## src/zncc_pkg.sv

```systemverilog
`timescale 1ns / 1ps
// shared types and constants of the zncc window correlator
// no dependencies

package zncc_pkg;

   localparam int MAX_RADIUS = 7;
   localparam int PIXEL_BITS = 8;
   localparam int RAD_W      = 3;
   localparam int SPAN_W     = RAD_W + 1;
   localparam int CNT_W      = 8;
   localparam int SUM_W      = 16;
   localparam int SQ_W       = 24;
   localparam int CORR_W     = 16;
   localparam int CSR_W      = 16;
   localparam int CSR_IDX_W  = 2;
   localparam int MUL_W      = 32;
   localparam int PROD_W     = 2 * MUL_W;
   localparam int DIFF_W     = MUL_W + 2;
   localparam int ROOT_W     = 15;
   localparam int QUO_BITS   = 29;
   localparam int QUO_W      = 2 * ROOT_W;
   localparam int ITER_W     = 5;
   localparam int CORR_ONE   = 16384;
   localparam int WIN_MAX    = (2 * MAX_RADIUS + 1) * (2 * MAX_RADIUS + 1);

   // register indexes
   localparam logic [CSR_IDX_W-1:0] CSR_RADIUS_X  = 2'd0;
   localparam logic [CSR_IDX_W-1:0] CSR_RADIUS_Y  = 2'd1;
   localparam logic [CSR_IDX_W-1:0] CSR_THRESHOLD = 2'd2;

   localparam logic [RAD_W-1:0]  RADIUS_RESET    = 3'd2;
   localparam logic [CSR_W-1:0]  THRESHOLD_RESET = 16'd8192;

   typedef struct packed {
      logic busy;
      logic done;
   } zncc_root_status_type;

endpackage

```

## src/zncc_root_unit.sv

```systemverilog
`timescale 1ns / 1ps
// shared divide and square root unit: root = isqrt(floor(2^28 * sq_num / var_prod))
// depends on zncc_pkg

module zncc_root_unit (
   input  logic                                 clock,
   input  logic                                 reset,
   input  logic                                 start,
   input  logic [zncc_pkg::PROD_W-1:0]          sq_num,
   input  logic [zncc_pkg::PROD_W-1:0]          var_prod,
   output logic [zncc_pkg::ROOT_W-1:0]          root,
   output zncc_pkg::zncc_root_status_type       status
);
   import zncc_pkg::*;

   localparam int OPD_W = PROD_W + 1;
   localparam int SUB_W = PROD_W + 2;
   localparam logic [1:0] PH_IDLE = 2'd0;
   localparam logic [1:0] PH_DIV  = 2'd1;
   localparam logic [1:0] PH_SQRT = 2'd2;
   localparam logic [ITER_W-1:0] DIV_LAST  = ITER_W'(QUO_BITS - 1);
   localparam logic [ITER_W-1:0] SQRT_LAST = ITER_W'(ROOT_W - 1);

   logic [1:0]        phase_ff, phase_in;
   logic [ITER_W-1:0] cnt_ff, cnt_in;
   logic [PROD_W-1:0] rem_ff, rem_in;
   logic [PROD_W-1:0] den_ff, den_in;
   logic [QUO_W-1:0]  quo_ff, quo_in;
   logic [ROOT_W-1:0] root_ff, root_in;
   logic              lsb_ff, lsb_in;
   logic              done_ff, done_in;

   logic [OPD_W-1:0]  opa, opb;
   logic [SUB_W-1:0]  diff;
   logic              ge;

   // one subtractor serves both the divide and the root steps
   always_comb begin
      if (phase_ff == PH_SQRT) begin
         opa = {rem_ff[PROD_W-2:0], quo_ff[QUO_W-1 -: 2]};
         opb = OPD_W'({root_ff, 2'b01});
      end else begin
         opa = {rem_ff, (cnt_ff == DIV_LAST) & lsb_ff};
         opb = {1'b0, den_ff};
      end
      diff = {1'b0, opa} - {1'b0, opb};
      ge   = ~diff[SUB_W-1];
   end

   always_comb begin
      phase_in = phase_ff;
      cnt_in   = cnt_ff;
      rem_in   = rem_ff;
      den_in   = den_ff;
      quo_in   = quo_ff;
      root_in  = root_ff;
      lsb_in   = lsb_ff;
      done_in  = 1'b0;
      if (phase_ff == PH_IDLE) begin
         if (start) begin
            // dividend is sq_num * 2^28, top part is sq_num >> 1
            rem_in   = {1'b0, sq_num[PROD_W-1:1]};
            lsb_in   = sq_num[0];
            den_in   = var_prod;
            quo_in   = '0;
            cnt_in   = DIV_LAST;
            phase_in = PH_DIV;
         end
      end else if (phase_ff == PH_DIV) begin
         rem_in = ge ? diff[PROD_W-1:0] : opa[PROD_W-1:0];
         quo_in = {quo_ff[QUO_W-2:0], ge};
         if (cnt_ff == '0) begin
            rem_in   = '0;
            root_in  = '0;
            cnt_in   = SQRT_LAST;
            phase_in = PH_SQRT;
         end else begin
            cnt_in = cnt_ff - 1'b1;
         end
      end else begin
         rem_in  = ge ? diff[PROD_W-1:0] : opa[PROD_W-1:0];
         root_in = {root_ff[ROOT_W-2:0], ge};
         quo_in  = {quo_ff[QUO_W-3:0], 2'b00};
         if (cnt_ff == '0) begin
            phase_in = PH_IDLE;
            done_in  = 1'b1;
         end else begin
            cnt_in = cnt_ff - 1'b1;
         end
      end
   end

   always_ff @(posedge clock) begin
      if (reset) begin
         phase_ff <= PH_IDLE;
         done_ff  <= 1'b0;
      end else begin
         phase_ff <= phase_in;
         done_ff  <= done_in;
      end
      cnt_ff  <= cnt_in;
      rem_ff  <= rem_in;
      den_ff  <= den_in;
      quo_ff  <= quo_in;
      root_ff <= root_in;
      lsb_ff  <= lsb_in;
   end

   assign root        = root_ff;
   assign status.busy = (phase_ff != PH_IDLE);
   assign status.done = done_ff;

endmodule

```

## src/zncc_window_correlator.sv

```systemverilog
`timescale 1ns / 1ps
// zncc window correlator: one pixel pair per request, one correlation per window
// depends on zncc_pkg and zncc_root_unit
// non-closing request: accepted in the idle state, ready again the next cycle
// closing request: 10 multiplier, 29 divide, 15 root steps; a flat window skips divide and root
// no request is taken while a window is finished, until its result enters the output register
// sync active-high reset clears sums, count, sequencer, output valid; radii 2, threshold 8192

module zncc_window_correlator (
   input  logic                              clock,
   input  logic                              reset,
   // request channel
   input  logic                              req_tvalid,
   output logic                              req_tready,
   input  logic [15:0]                       req_tdata,   // left_pixel, right_pixel
   // result channel
   output logic                              rsp_tvalid,
   input  logic                              rsp_tready,
   output logic [15:0]                       rsp_tdata,   // correlation
   output logic [1:0]                        rsp_tuser,   // above_threshold, flat_window
   // register writes
   input  logic                              csr_we,
   input  logic [zncc_pkg::CSR_IDX_W-1:0]    csr_index,
   input  logic [zncc_pkg::CSR_W-1:0]        csr_wdata
);
   import zncc_pkg::*;

   // sequencer states
   localparam logic [1:0] ST_IDLE = 2'd0;
   localparam logic [1:0] ST_MUL  = 2'd1;
   localparam logic [1:0] ST_ROOT = 2'd2;
   localparam logic [1:0] ST_DONE = 2'd3;

   // multiplier steps
   localparam logic [3:0] MS_NX    = 4'd0;
   localparam logic [3:0] MS_SLSR  = 4'd1;
   localparam logic [3:0] MS_NLSQ  = 4'd2;
   localparam logic [3:0] MS_SLSL  = 4'd3;
   localparam logic [3:0] MS_NRSQ  = 4'd4;
   localparam logic [3:0] MS_SRSR  = 4'd5;
   localparam logic [3:0] MS_VR    = 4'd6;
   localparam logic [3:0] MS_FLAT  = 4'd7;
   localparam logic [3:0] MS_DEN   = 4'd8;
   localparam logic [3:0] MS_START = 4'd9;

   logic [1:0]             state_ff, state_in;
   logic [3:0]             mstep_ff, mstep_in;

   logic [RAD_W-1:0]       rx_ff, rx_in;
   logic [RAD_W-1:0]       ry_ff, ry_in;
   logic [CSR_W-1:0]       thr_ff, thr_in;

   // running sums of the current window
   logic [SUM_W-1:0]       lsum_ff, lsum_in;
   logic [SUM_W-1:0]       rsum_ff, rsum_in;
   logic [SQ_W-1:0]        lsq_ff, lsq_in;
   logic [SQ_W-1:0]        rsq_ff, rsq_in;
   logic [SQ_W-1:0]        xsum_ff, xsum_in;
   logic [CNT_W-1:0]       cnt_ff, cnt_in;

   // statistics datapath
   logic [PROD_W-1:0]      prod_ff, prod_in;
   logic [MUL_W-1:0]       hold_ff, hold_in;
   logic signed [DIFF_W-1:0] num_ff, num_in;
   logic signed [DIFF_W-1:0] vl_ff, vl_in;
   logic signed [DIFF_W-1:0] vr_ff, vr_in;
   logic [PROD_W-1:0]      den_ff, den_in;
   logic [ROOT_W-1:0]      q_ff, q_in;
   logic                   flat_ff, flat_in;

   // output register
   logic                   rsp_valid_ff, rsp_valid_in;
   logic [CORR_W-1:0]      rsp_corr_ff, rsp_corr_in;
   logic                   rsp_above_ff, rsp_above_in;
   logic                   rsp_flat_ff, rsp_flat_in;

   logic [PIXEL_BITS-1:0]  lpix, rpix;
   logic [RAD_W-1:0]       rx_sat, ry_sat;
   logic [CNT_W-1:0]       win_len;
   logic                   req_take, rsp_free, is_flat, root_start;
   logic [MUL_W-1:0]       mul_a, mul_b;
   logic signed [DIFF_W-1:0] sub_res;
   logic signed [DIFF_W-1:0] num_abs;
   logic [ROOT_W-1:0]      root_val, root_cap;
   logic signed [CORR_W-1:0] corr_val;
   zncc_root_status_type   root_stat;

   assign lpix = req_tdata[PIXEL_BITS-1:0];
   assign rpix = req_tdata[2*PIXEL_BITS-1:PIXEL_BITS];

   // window length from saturated radii, span is 2r+1
   always_comb begin
      rx_sat  = (rx_ff > RAD_W'(MAX_RADIUS)) ? RAD_W'(MAX_RADIUS) : rx_ff;
      ry_sat  = (ry_ff > RAD_W'(MAX_RADIUS)) ? RAD_W'(MAX_RADIUS) : ry_ff;
      win_len = CNT_W'({rx_sat, 1'b1}) * CNT_W'({ry_sat, 1'b1});
   end

   assign req_tready = (state_ff == ST_IDLE);
   assign req_take   = req_tvalid & req_tready;
   assign rsp_free   = ~rsp_valid_ff | rsp_tready;
   assign is_flat    = (vl_ff <= 0) | (vr_ff <= 0);
   assign root_start = (state_ff == ST_MUL) & (mstep_ff == MS_START);

   // shared multiplier operand select
   always_comb begin
      unique case (mstep_ff)
         MS_NX: begin
            mul_a = MUL_W'(cnt_ff);
            mul_b = MUL_W'(xsum_ff);
         end
         MS_SLSR: begin
            mul_a = MUL_W'(lsum_ff);
            mul_b = MUL_W'(rsum_ff);
         end
         MS_NLSQ: begin
            mul_a = MUL_W'(cnt_ff);
            mul_b = MUL_W'(lsq_ff);
         end
         MS_SLSL: begin
            mul_a = MUL_W'(lsum_ff);
            mul_b = MUL_W'(lsum_ff);
         end
         MS_NRSQ: begin
            mul_a = MUL_W'(cnt_ff);
            mul_b = MUL_W'(rsq_ff);
         end
         MS_SRSR: begin
            mul_a = MUL_W'(rsum_ff);
            mul_b = MUL_W'(rsum_ff);
         end
         MS_FLAT: begin
            mul_a = vl_ff[MUL_W-1:0];
            mul_b = vr_ff[MUL_W-1:0];
         end
         MS_DEN: begin
            mul_a = num_abs[MUL_W-1:0];
            mul_b = num_abs[MUL_W-1:0];
         end
         default: begin
            mul_a = '0;
            mul_b = '0;
         end
      endcase
   end

   // first product term minus second, both below 2^32
   assign sub_res  = $signed({2'b00, hold_ff}) - $signed({2'b00, prod_ff[MUL_W-1:0]});
   assign num_abs  = num_ff[DIFF_W-1] ? -num_ff : num_ff;
   assign root_cap = (root_val > ROOT_W'(CORR_ONE)) ? ROOT_W'(CORR_ONE) : root_val;
   assign corr_val = num_ff[DIFF_W-1] ? -$signed(CORR_W'(q_ff)) : $signed(CORR_W'(q_ff));

   always_comb begin
      state_in     = state_ff;
      mstep_in     = mstep_ff;
      rx_in        = rx_ff;
      ry_in        = ry_ff;
      thr_in       = thr_ff;
      lsum_in      = lsum_ff;
      rsum_in      = rsum_ff;
      lsq_in       = lsq_ff;
      rsq_in       = rsq_ff;
      xsum_in      = xsum_ff;
      cnt_in       = cnt_ff;
      prod_in      = mul_a * mul_b;
      hold_in      = hold_ff;
      num_in       = num_ff;
      vl_in        = vl_ff;
      vr_in        = vr_ff;
      den_in       = den_ff;
      q_in         = q_ff;
      flat_in      = flat_ff;
      rsp_valid_in = rsp_valid_ff & ~rsp_tready;
      rsp_corr_in  = rsp_corr_ff;
      rsp_above_in = rsp_above_ff;
      rsp_flat_in  = rsp_flat_ff;

      // register writes, unused index ignored
      if (csr_we) begin
         unique case (csr_index)
            CSR_RADIUS_X:  rx_in  = csr_wdata[RAD_W-1:0];
            CSR_RADIUS_Y:  ry_in  = csr_wdata[RAD_W-1:0];
            CSR_THRESHOLD: thr_in = csr_wdata;
            default: ;
         endcase
      end

      unique case (state_ff)
         ST_IDLE: begin
            if (req_take) begin
               // accumulate the pair; sums wrap at their widths
               lsum_in = lsum_ff + SUM_W'(lpix);
               rsum_in = rsum_ff + SUM_W'(rpix);
               lsq_in  = lsq_ff + SQ_W'(lpix) * SQ_W'(lpix);
               rsq_in  = rsq_ff + SQ_W'(rpix) * SQ_W'(rpix);
               xsum_in = xsum_ff + SQ_W'(lpix) * SQ_W'(rpix);
               cnt_in  = cnt_ff + 1'b1;
               // window closes once the count reaches the current length
               if ((cnt_ff + 1'b1) >= win_len) begin
                  state_in = ST_MUL;
                  mstep_in = MS_NX;
               end
            end
         end
         ST_MUL: begin
            mstep_in = mstep_ff + 1'b1;
            unique case (mstep_ff)
               MS_SLSR, MS_SLSL, MS_SRSR: hold_in = prod_ff[MUL_W-1:0];
               MS_NLSQ: num_in = sub_res;
               MS_NRSQ: vl_in  = sub_res;
               MS_VR:   vr_in  = sub_res;
               MS_FLAT: begin
                  // variance not above zero on either side: no root needed
                  if (is_flat) begin
                     flat_in  = 1'b1;
                     q_in     = '0;
                     state_in = ST_DONE;
                  end
               end
               MS_DEN:   den_in   = prod_ff;
               MS_START: state_in = ST_ROOT;
               default: ;
            endcase
         end
         ST_ROOT: begin
            if (root_stat.done) begin
               q_in     = root_cap;
               flat_in  = 1'b0;
               state_in = ST_DONE;
            end
         end
         default: begin
            // hand the result over and start a fresh window
            if (rsp_free) begin
               rsp_valid_in = 1'b1;
               rsp_corr_in  = flat_ff ? '0 : corr_val;
               rsp_above_in = ~flat_ff & (corr_val > $signed(thr_ff));
               rsp_flat_in  = flat_ff;
               lsum_in      = '0;
               rsum_in      = '0;
               lsq_in       = '0;
               rsq_in       = '0;
               xsum_in      = '0;
               cnt_in       = '0;
               state_in     = ST_IDLE;
            end
         end
      endcase
   end

   always_ff @(posedge clock) begin
      if (reset) begin
         state_ff     <= ST_IDLE;
         mstep_ff     <= MS_NX;
         rx_ff        <= RADIUS_RESET;
         ry_ff        <= RADIUS_RESET;
         thr_ff       <= THRESHOLD_RESET;
         lsum_ff      <= '0;
         rsum_ff      <= '0;
         lsq_ff       <= '0;
         rsq_ff       <= '0;
         xsum_ff      <= '0;
         cnt_ff       <= '0;
         rsp_valid_ff <= 1'b0;
      end else begin
         state_ff     <= state_in;
         mstep_ff     <= mstep_in;
         rx_ff        <= rx_in;
         ry_ff        <= ry_in;
         thr_ff       <= thr_in;
         lsum_ff      <= lsum_in;
         rsum_ff      <= rsum_in;
         lsq_ff       <= lsq_in;
         rsq_ff       <= rsq_in;
         xsum_ff      <= xsum_in;
         cnt_ff       <= cnt_in;
         rsp_valid_ff <= rsp_valid_in;
      end
      prod_ff      <= prod_in;
      hold_ff      <= hold_in;
      num_ff       <= num_in;
      vl_ff        <= vl_in;
      vr_ff        <= vr_in;
      den_ff       <= den_in;
      q_ff         <= q_in;
      flat_ff      <= flat_in;
      rsp_corr_ff  <= rsp_corr_in;
      rsp_above_ff <= rsp_above_in;
      rsp_flat_ff  <= rsp_flat_in;
   end

   // divide and root of the normalized square
   zncc_root_unit u_root (
      .clock    (clock),
      .reset    (reset),
      .start    (root_start),
      .sq_num   (prod_ff),
      .var_prod (den_ff),
      .root     (root_val),
      .status   (root_stat)
   );

   assign rsp_tvalid = rsp_valid_ff;
   assign rsp_tdata  = rsp_corr_ff;
   assign rsp_tuser  = {rsp_flat_ff, rsp_above_ff};

   // root unit only finishes while the sequencer waits for it
   a_root_done_in_wait: assert property (@(posedge clock) disable iff (reset)
      root_stat.done |-> (state_ff == ST_ROOT))
      else $error("root unit finished outside its wait state");

   // root unit is idle whenever the sequencer takes requests
   a_root_idle: assert property (@(posedge clock) disable iff (reset)
      (state_ff == ST_IDLE) |-> !root_stat.busy)
      else $error("root unit busy while taking requests");

   // pair count never passes the largest window
   a_count_bound: assert property (@(posedge clock) disable iff (reset)
      cnt_ff <= CNT_W'(WIN_MAX))
      else $error("pair count beyond largest window");

   // a flat window gives zero correlation and never passes
   a_flat_result: assert property (@(posedge clock) disable iff (reset)
      (rsp_valid_ff && rsp_flat_ff) |-> (!rsp_above_ff && rsp_corr_ff == '0))
      else $error("flat window with nonzero result");

   // correlation stays within plus or minus one
   a_corr_range: assert property (@(posedge clock) disable iff (reset)
      rsp_valid_ff |-> ($signed(rsp_corr_ff) <= $signed(CORR_W'(CORR_ONE)) &&
                        $signed(rsp_corr_ff) >= -$signed(CORR_W'(CORR_ONE))))
      else $error("correlation out of range");

endmodule
```

## config.mk

```make
export PLATFORM = sky130hd
export DESIGN_NAME = zncc_window_correlator
export DESIGN_NICKNAME = d
export VERILOG_FILES = /design/src/zncc_pkg.sv /design/src/zncc_root_unit.sv /design/src/zncc_window_correlator.sv
export SDC_FILE = /design/constraint.sdc
export NUM_CORES = 2
export LEC_CHECK = 0
export ABC_AREA = 1
export BUFFER_PORTS_ARGS = -buffer_cell sky130_fd_sc_hd__clkbuf_2
export CAP_MARGIN = 0
export CORE_UTILIZATION = 45
export CTS_CLUSTER_DIAMETER = 100
export CTS_CLUSTER_SIZE = 28
export DETAILED_ROUTE_END_ITERATION = 8
export PLACE_DENSITY = 0.58
export SLEW_MARGIN = 20
export SYNTH_ARGS = -nofsm -noshare
export SYNTH_HDL_FRONTEND = slang
export SYNTH_SLANG_ARGS = --single-unit
```

## constraint.sdc

```tcl
create_clock -name clock -period 10 [get_ports clock]
set_input_delay 2 -clock clock [delete_from_list [all_inputs] [get_ports clock]]
set_output_delay 2 -clock clock [all_outputs]
set_load 0.01 [all_outputs]
```

**Yosys cells after proc, flatten, opt, wreduce, memory -nomap -nowiden**

Index checks and enable logic that the tools add are counted.
Widths: inputs -> output; s select.

- Register bits after elaboration: 616
- Output and inout bits: 20

- Reductions and logical operators: 34
- Equality and inequality tests: 26
- $add $sub $neg: 12
- $mul: 5
- Bitwise gates (word level): 14
- Order comparisons: 7
- Muxes and demuxes: 65

Operator list:

| cell | count |
|---|---|
| $mux 64 | 6 |
| $pmux 32 s7 | 1 |
| $pmux 32 s5 | 1 |
| $pmux 24 s2 | 3 |
| $mux 24 | 4 |
| $mux 15 | 6 |
| $mux 30 | 3 |
| $add 24x16->24 | 3 |
| $le 33x1->1 const B | 2 |
| $sub 65x64->66 | 1 |
| $mux 65 | 1 |
| $mul 32x32->64 | 1 |
| $mux 16 | 4 |
| $pmux 16 s2 | 2 |
| $mul 8x8->16 | 3 |
| $sub 32x32->33 | 1 |
| $add 16x8->16 | 2 |
| $mux 32 | 1 |
| $neg 32->32 | 1 |
| $pmux 15 s2 | 1 |
| $reduce_and 2->1 | 13 |
| $mux 5 | 5 |
| $mux 2 | 10 |
| $eq 4x3->1 const B | 4 |
| 41 further kinds | 84 |

**Longest topological paths before layout**

- Word-level depth: 8
- Depth in mapped cells: 42
- Gate-level depth less buffers: 41

**By module**

Synthesis repeated with hierarchy kept, for this count alone.

- Cell total of the unflattened synthesis: 10,413
- Area total of the unflattened synthesis: 78,625.4 um2

Modules (own cells, without submodules):

| module | sequential area each (um2) | area each (um2) | cells an instance | times used |
|---|---|---|---|---|
| zncc_window_correlator | 10,980.5 | 63,816.2 | 8,160 | 1 |
| zncc_root_unit | 5,435.2 | 14,809.2 | 2,253 | 1 |

**Worst setup path before layout**

No wires, ideal clock.

- Path kind: register -> register
- From: register num_ff[1]
- To: register prod_ff[56]
- Stages on the path, launching flop included: 38
- Arrival: 7.447 ns
- Data required time: 9.887 ns
- Clock period less this slack: 7.559 ns
- Path slack: 2.441 ns
- Cell sequence: edfxtp_1 inv_1 ha_1 nand3_2 nor2_2 nand3_2 o21ai_4 o21ai_1 a21oi_1 o21ai_1 nand2_1 buf_4 buf_4 nand2_1 fa_1 inv_1 fa_1 inv_1 [2 not listed] inv_1 fa_1 fa_1 fa_1 inv_1 fa_1 inv_1 ha_1 nand2_1 nor2_1 inv_1 nor2_1 inv_1 nor2_1 nor2_1 or2_2 nand4_1 nand2_1

- Longest elaborated chain between the ends: 4
- Elaborated cells between the ends (all ways): 5
- Those cells by class: add/sub: 1; mul: 1; mux: 3

RTL lines:

| what | line | text |
|---|---|---|
| start, declared | zncc_window_correlator.sv:64 | `logic signed [DIFF_W-1:0] num_ff, num_in;` |
| start signal, assigned | zncc_window_correlator.sv:280 | `num_ff <= num_in;` |
| $neg 32->32 | zncc_window_correlator.sv:148 | `assign num_abs = num_ff[DIFF_W-1] ? -num_ff : num_ff;` |
| $mux 32 * | zncc_window_correlator.sv:148 |  |
| $pmux 32 s7 / $pmux 32 s5 (equally long branches) | zncc_window_correlator.sv:106 | `unique case (mstep_ff)` |
| $mul 32x32->64 * | zncc_window_correlator.sv:164 | `prod_in = mul_a * mul_b;` |
| via prod_in[56] | zncc_window_correlator.sv:62 | `logic [PROD_W-1:0] prod_ff, prod_in;` |
| end signal, assigned | zncc_window_correlator.sv:278 | `prod_ff <= prod_in;` |
| end, declared | zncc_window_correlator.sv:62 |  |

The timed path passes the listed nets; every way through them passes the cells marked *.
A chain may end at the register's enable or synchronous reset.

**Final worst setup path**

- From: register mstep_ff[0]
- To: register prod_ff[42]

- Longest elaborated chain between the ends: 4
- Elaborated cells between the ends (all ways): 14
- Those cells by class: mul: 1; eq/ne: 7; mux: 2; reduce/logical: 4

RTL lines:

| what | line | text |
|---|---|---|
| start, declared | zncc_window_correlator.sv:47 | `logic [3:0] mstep_ff, mstep_in;` |
| start signal, assigned | zncc_window_correlator.sv:266 | `mstep_ff <= mstep_in;` |
| $eq 4x3->1 (tied with other cells) | zncc_window_correlator.sv:106 |  |
| $reduce_or 3->1 (no line) / $reduce_or 2->1 (equally long branches) | n/a |  |
| $pmux 32 s5 / $pmux 32 s7 (equally long branches) | zncc_window_correlator.sv:106 |  |
| $mul 32x32->64 * | zncc_window_correlator.sv:164 |  |
| via prod_in[42] | zncc_window_correlator.sv:62 |  |

Marked as above.

==> results.json <==
{
  "outcome": "complete, no violations",
  "synth_cell_types": 65,
  "dieArea_um2": 173000,
  "syn-num-nets": 11540,
  "die_x_um": 416,
  "tritoncts": "built",
  "crit_type": "register to register",
  "via_count": 65077,
  "drt_iter0_markers": 5965,
  "fin_crit_sh_pct": 96.8,
  "synth_xor_area_share_pct": 1.60,
  "slew_headroom_pct": 19.0,
  "drt_pass1_iterations": 6,
  "cts_hold_buf": 0,
  "n_fill_cell": 17120,
  "grt_pass1_wl_mm": 417,
  "drive_above_1_share_pct": 4.29,
  "synth_area_leaders": "fa_1 27%, edfxtp_1 16%, nand2_1 12%, inv_1 11%, ha_1 8.8%",
  "grt_setup_unrepaired": "no",
  "setup_tns_ns": 0,
  "cpPeakStageDelay_ns": 0.61,
  "regArea_um2": 16400,
  "synth_adder_area_share_pct": 35.6,
  "worstMarginPinSlew_ns": 1.21,
  "power.leakage_nw": 41.3,
  "overflow": 0,
  "multi_input_area_um2": 50500,
  "yosysTopAreaCellShare_pct": 26.8,
  "worstPathRequired_ns": 10.54,
  "skew_ns": 0.0476,
  "yosysWarnings": 0,
  "cts.clk_slew.worst_paths_ns": 0.12,
  "io_pins": 59,
  "final_hold_viol_count": 0,
  "cts_made_buffers": 31,
  "period_minus_slack_ns": 9.68,
  "port_buffers": 58,
  "gr-usage-all-layers_pct": 32.3,
  "insertion_delay_ns": 0.70,
  "setup_viol": 0,
  "crit_arrival_ns": 10.21,
  "wl_per_cell_um": 22.9,
  "dpl.hpwl_mm": 230,
  "synth_compound_area_share_pct": 7.31,
  "synth.avg_cell_area_um2": 7.78,
  "synth_cells": 9924,
  "fin_nets": 11462,
  "netlist_area_um2": 77200,
  "root_buffer": "clkbuf_16",
  "gp_congestion": 1.00,
  "muxShareOfSynthArea_pct": 0.0389,
  "fmax_ghz": 0.103,
  "area_delta_synth_final_pct": 4.99,
  "via_per_inst": 5.38,
  "crit_top_cell": "fa_1",
  "synthArstFlopShare_pct": 0,
  "ys_seq_elements": 616,
  "synth_top_area_cell": "fa_1",
  "h-tree-depth": 1,
  "wl_mm": 277,
  "cp-end-kind": "register",
  "worstPathMaxFanout": 23,
  "initial_core_util_pct": 45.4,
  "cp-start-kind": "register",
  "die_y_um": 416,
  "synth_top_family_by_area": "adder cells",
  "synth_edf_count": 408,
  "synth-seq-area-share_pct": 21.3,
  "power_density_nw_per_um2": 103,
  "first_global_vias": 66250,
  "drtAntennaViolNets": 0,
  "ir_worst_vdd_v": 0.000167,
  "cap_violations": 0,
  "p_total_mw": 8.33,
  "slew_violations": 0,
  "final_util_pct": 47.7,
  "clock-sinks": 616,
  "hold_class": "register to register",
  "antenna_found_initial": 5,
  "clockBufferDepth": 3,
  "drc": 0,
  "std_cell_rows": 151,
  "grt_max_degree": 94,
  "synth-simple-area-share_pct": 20.7,
  "ys_dominant_reg_cell": "edfxtp_1",
  "cp_slowest_cell": "fa_1",
  "core_area_um2": 170000
}
[state kept, by name, summed over array words and instances (netlist names), 16 cells and up]
name	cells
rsq_ff	24
rsum_ff	16
u_root.rem_ff	64
rsp_tdata	16
hold_ff	32
den_ff	64
xsum_ff	24
u_root.quo_ff	30
u_root.den_ff	64
vl_ff	33
prod_ff	64
num_ff	33
vr_ff	33
lsum_ff	16
thr_ff	16
lsq_ff	24
[what timing repair did]
action	in CTS	in global routing
gates resized for setup	0	3
setup endpoints to repair	0	24
hold endpoints to repair	0	0
setup buffers	0	0
[synthesized netlist by cell type (31+ instances only)]
master / n
inv_1: 2293
clkbuf_1: 121
o21bai_1: 31
a21oi_1: 468
o21ai_0: 273
fa_1: 1032
ha_1: 545
buf_2: 155
dfxtp_1: 208
o22ai_1: 47
nand4_1: 60
edfxtp_1: 408
xnor2_1: 61
xor2_1: 80
nand2_1: 2526
nor3_1: 58
nor2_1: 779
inv_2: 45
nand3_1: 329
nand3b_1: 57
[report_power, final]
| group | leakage, nW | switching, mW | total [mW] | internal, mW |
|---|---|---|---|---|
| Combinational | 35.5 | 2.55 | 3.69 | 1.14 |
| Sequential | 5.26 | 0.194 | 3.07 | 2.88 |
| Clock | 0.494 | 0.948 | 1.57 | 0.621 |
| Total | 41.3 | 3.69 | 8.33 | 4.64 |
[path summary, 6_finish.rpt]
path                            start                           to  depth (start not counted)  slack, ns
max          mstep_ff[0]$_SDFFE_PP0P_          prod_ff[42]$_DFF_P_                         29       0.32
max reg2reg  mstep_ff[0]$_SDFFE_PP0P_          prod_ff[42]$_DFF_P_                         29       0.32
min reg2reg      den_ff[63]$_DFFE_PP_  u_root.den_ff[63]$_DFFE_PP_                          0       0.41
min              den_ff[63]$_DFFE_PP_  u_root.den_ff[63]$_DFFE_PP_                          0       0.41
[critical path, delay by kind of cell (launching register included)]
kind | cells | cell delay, ns
flip-flops | 1 | 0.36
adder cells (fa/ha/maj) | 10 | 4.88
AND/OR/NAND/NOR | 4 | 0.77
AO/OA/AOI/OAI | 7 | 1.86
buffers and inverters | 7 | 1.23
XOR/XNOR | 1 | 0.39
[metrics by stage]
stage | cell area (um^2) | cells | hold WS, ns | setup slack [ns]
floorplan | 77200 | 9924 | 0.400 | 2.44
global placement | 80000 | 12031 | 0.401 | 0.0928
detailed placement | 80000 | 12031 | 0.405 | 0.149
CTS | 81000 | 12088 | 0.422 | 0.0696
global route | 81000 | 12088 | 0.428 | 0.0298
finish | 81000 | 12089 | 0.413 | 0.325
[kinds of logic after synthesis]
family / after synthesis
mux: 3
compound gates: 1000
simple gates: 3921
flops: 616
buf+inv: 2666
xor+xnor: 141
fa+ha+maj: 1577
[layout make-up]
type                            instances  share of cell area (%)
Antenna cell                            1                 0.00309
Clock buffer                           44                    1.02
Clock inverter                         13                   0.262
Inverter                             2342                    10.8
Multi-Input combinational cell       6642                    62.4
Sequential cell                       616                    20.3
Tap cell                             2218                    3.42
Timing Repair Buffer                  213                    1.83
[metal layers]
metal | GRT usage [%] | vias up | part of all wire [%]
met2 | 50.4 | 2353 | 44
li1 | - | 29879 | -
met5 | 0 | - | 0.012
met3 | 5.05 | 537 | 7.2
met4 | 13.2 | 4 | 4.8
met1 | 44.6 | 32304 | 44
[layout by cell type, fill, tap and decap left out, types with 60 or more instances in the layout]
cell      synthesis  layout
nand2_1        2526    2523
a21oi_1         468     467
o21ai_0         273     272
nand4_1          60      60
buf_4            26     154
dfxtp_1         208     208
nand3_1         329     328
xor2_1           80      80
xnor2_1          61      61
inv_1          2293    2292
ha_1            545     545
fa_1           1032    1032
nor2_1          779     771
edfxtp_1        408     408
(Power assumes the default switching activity.)
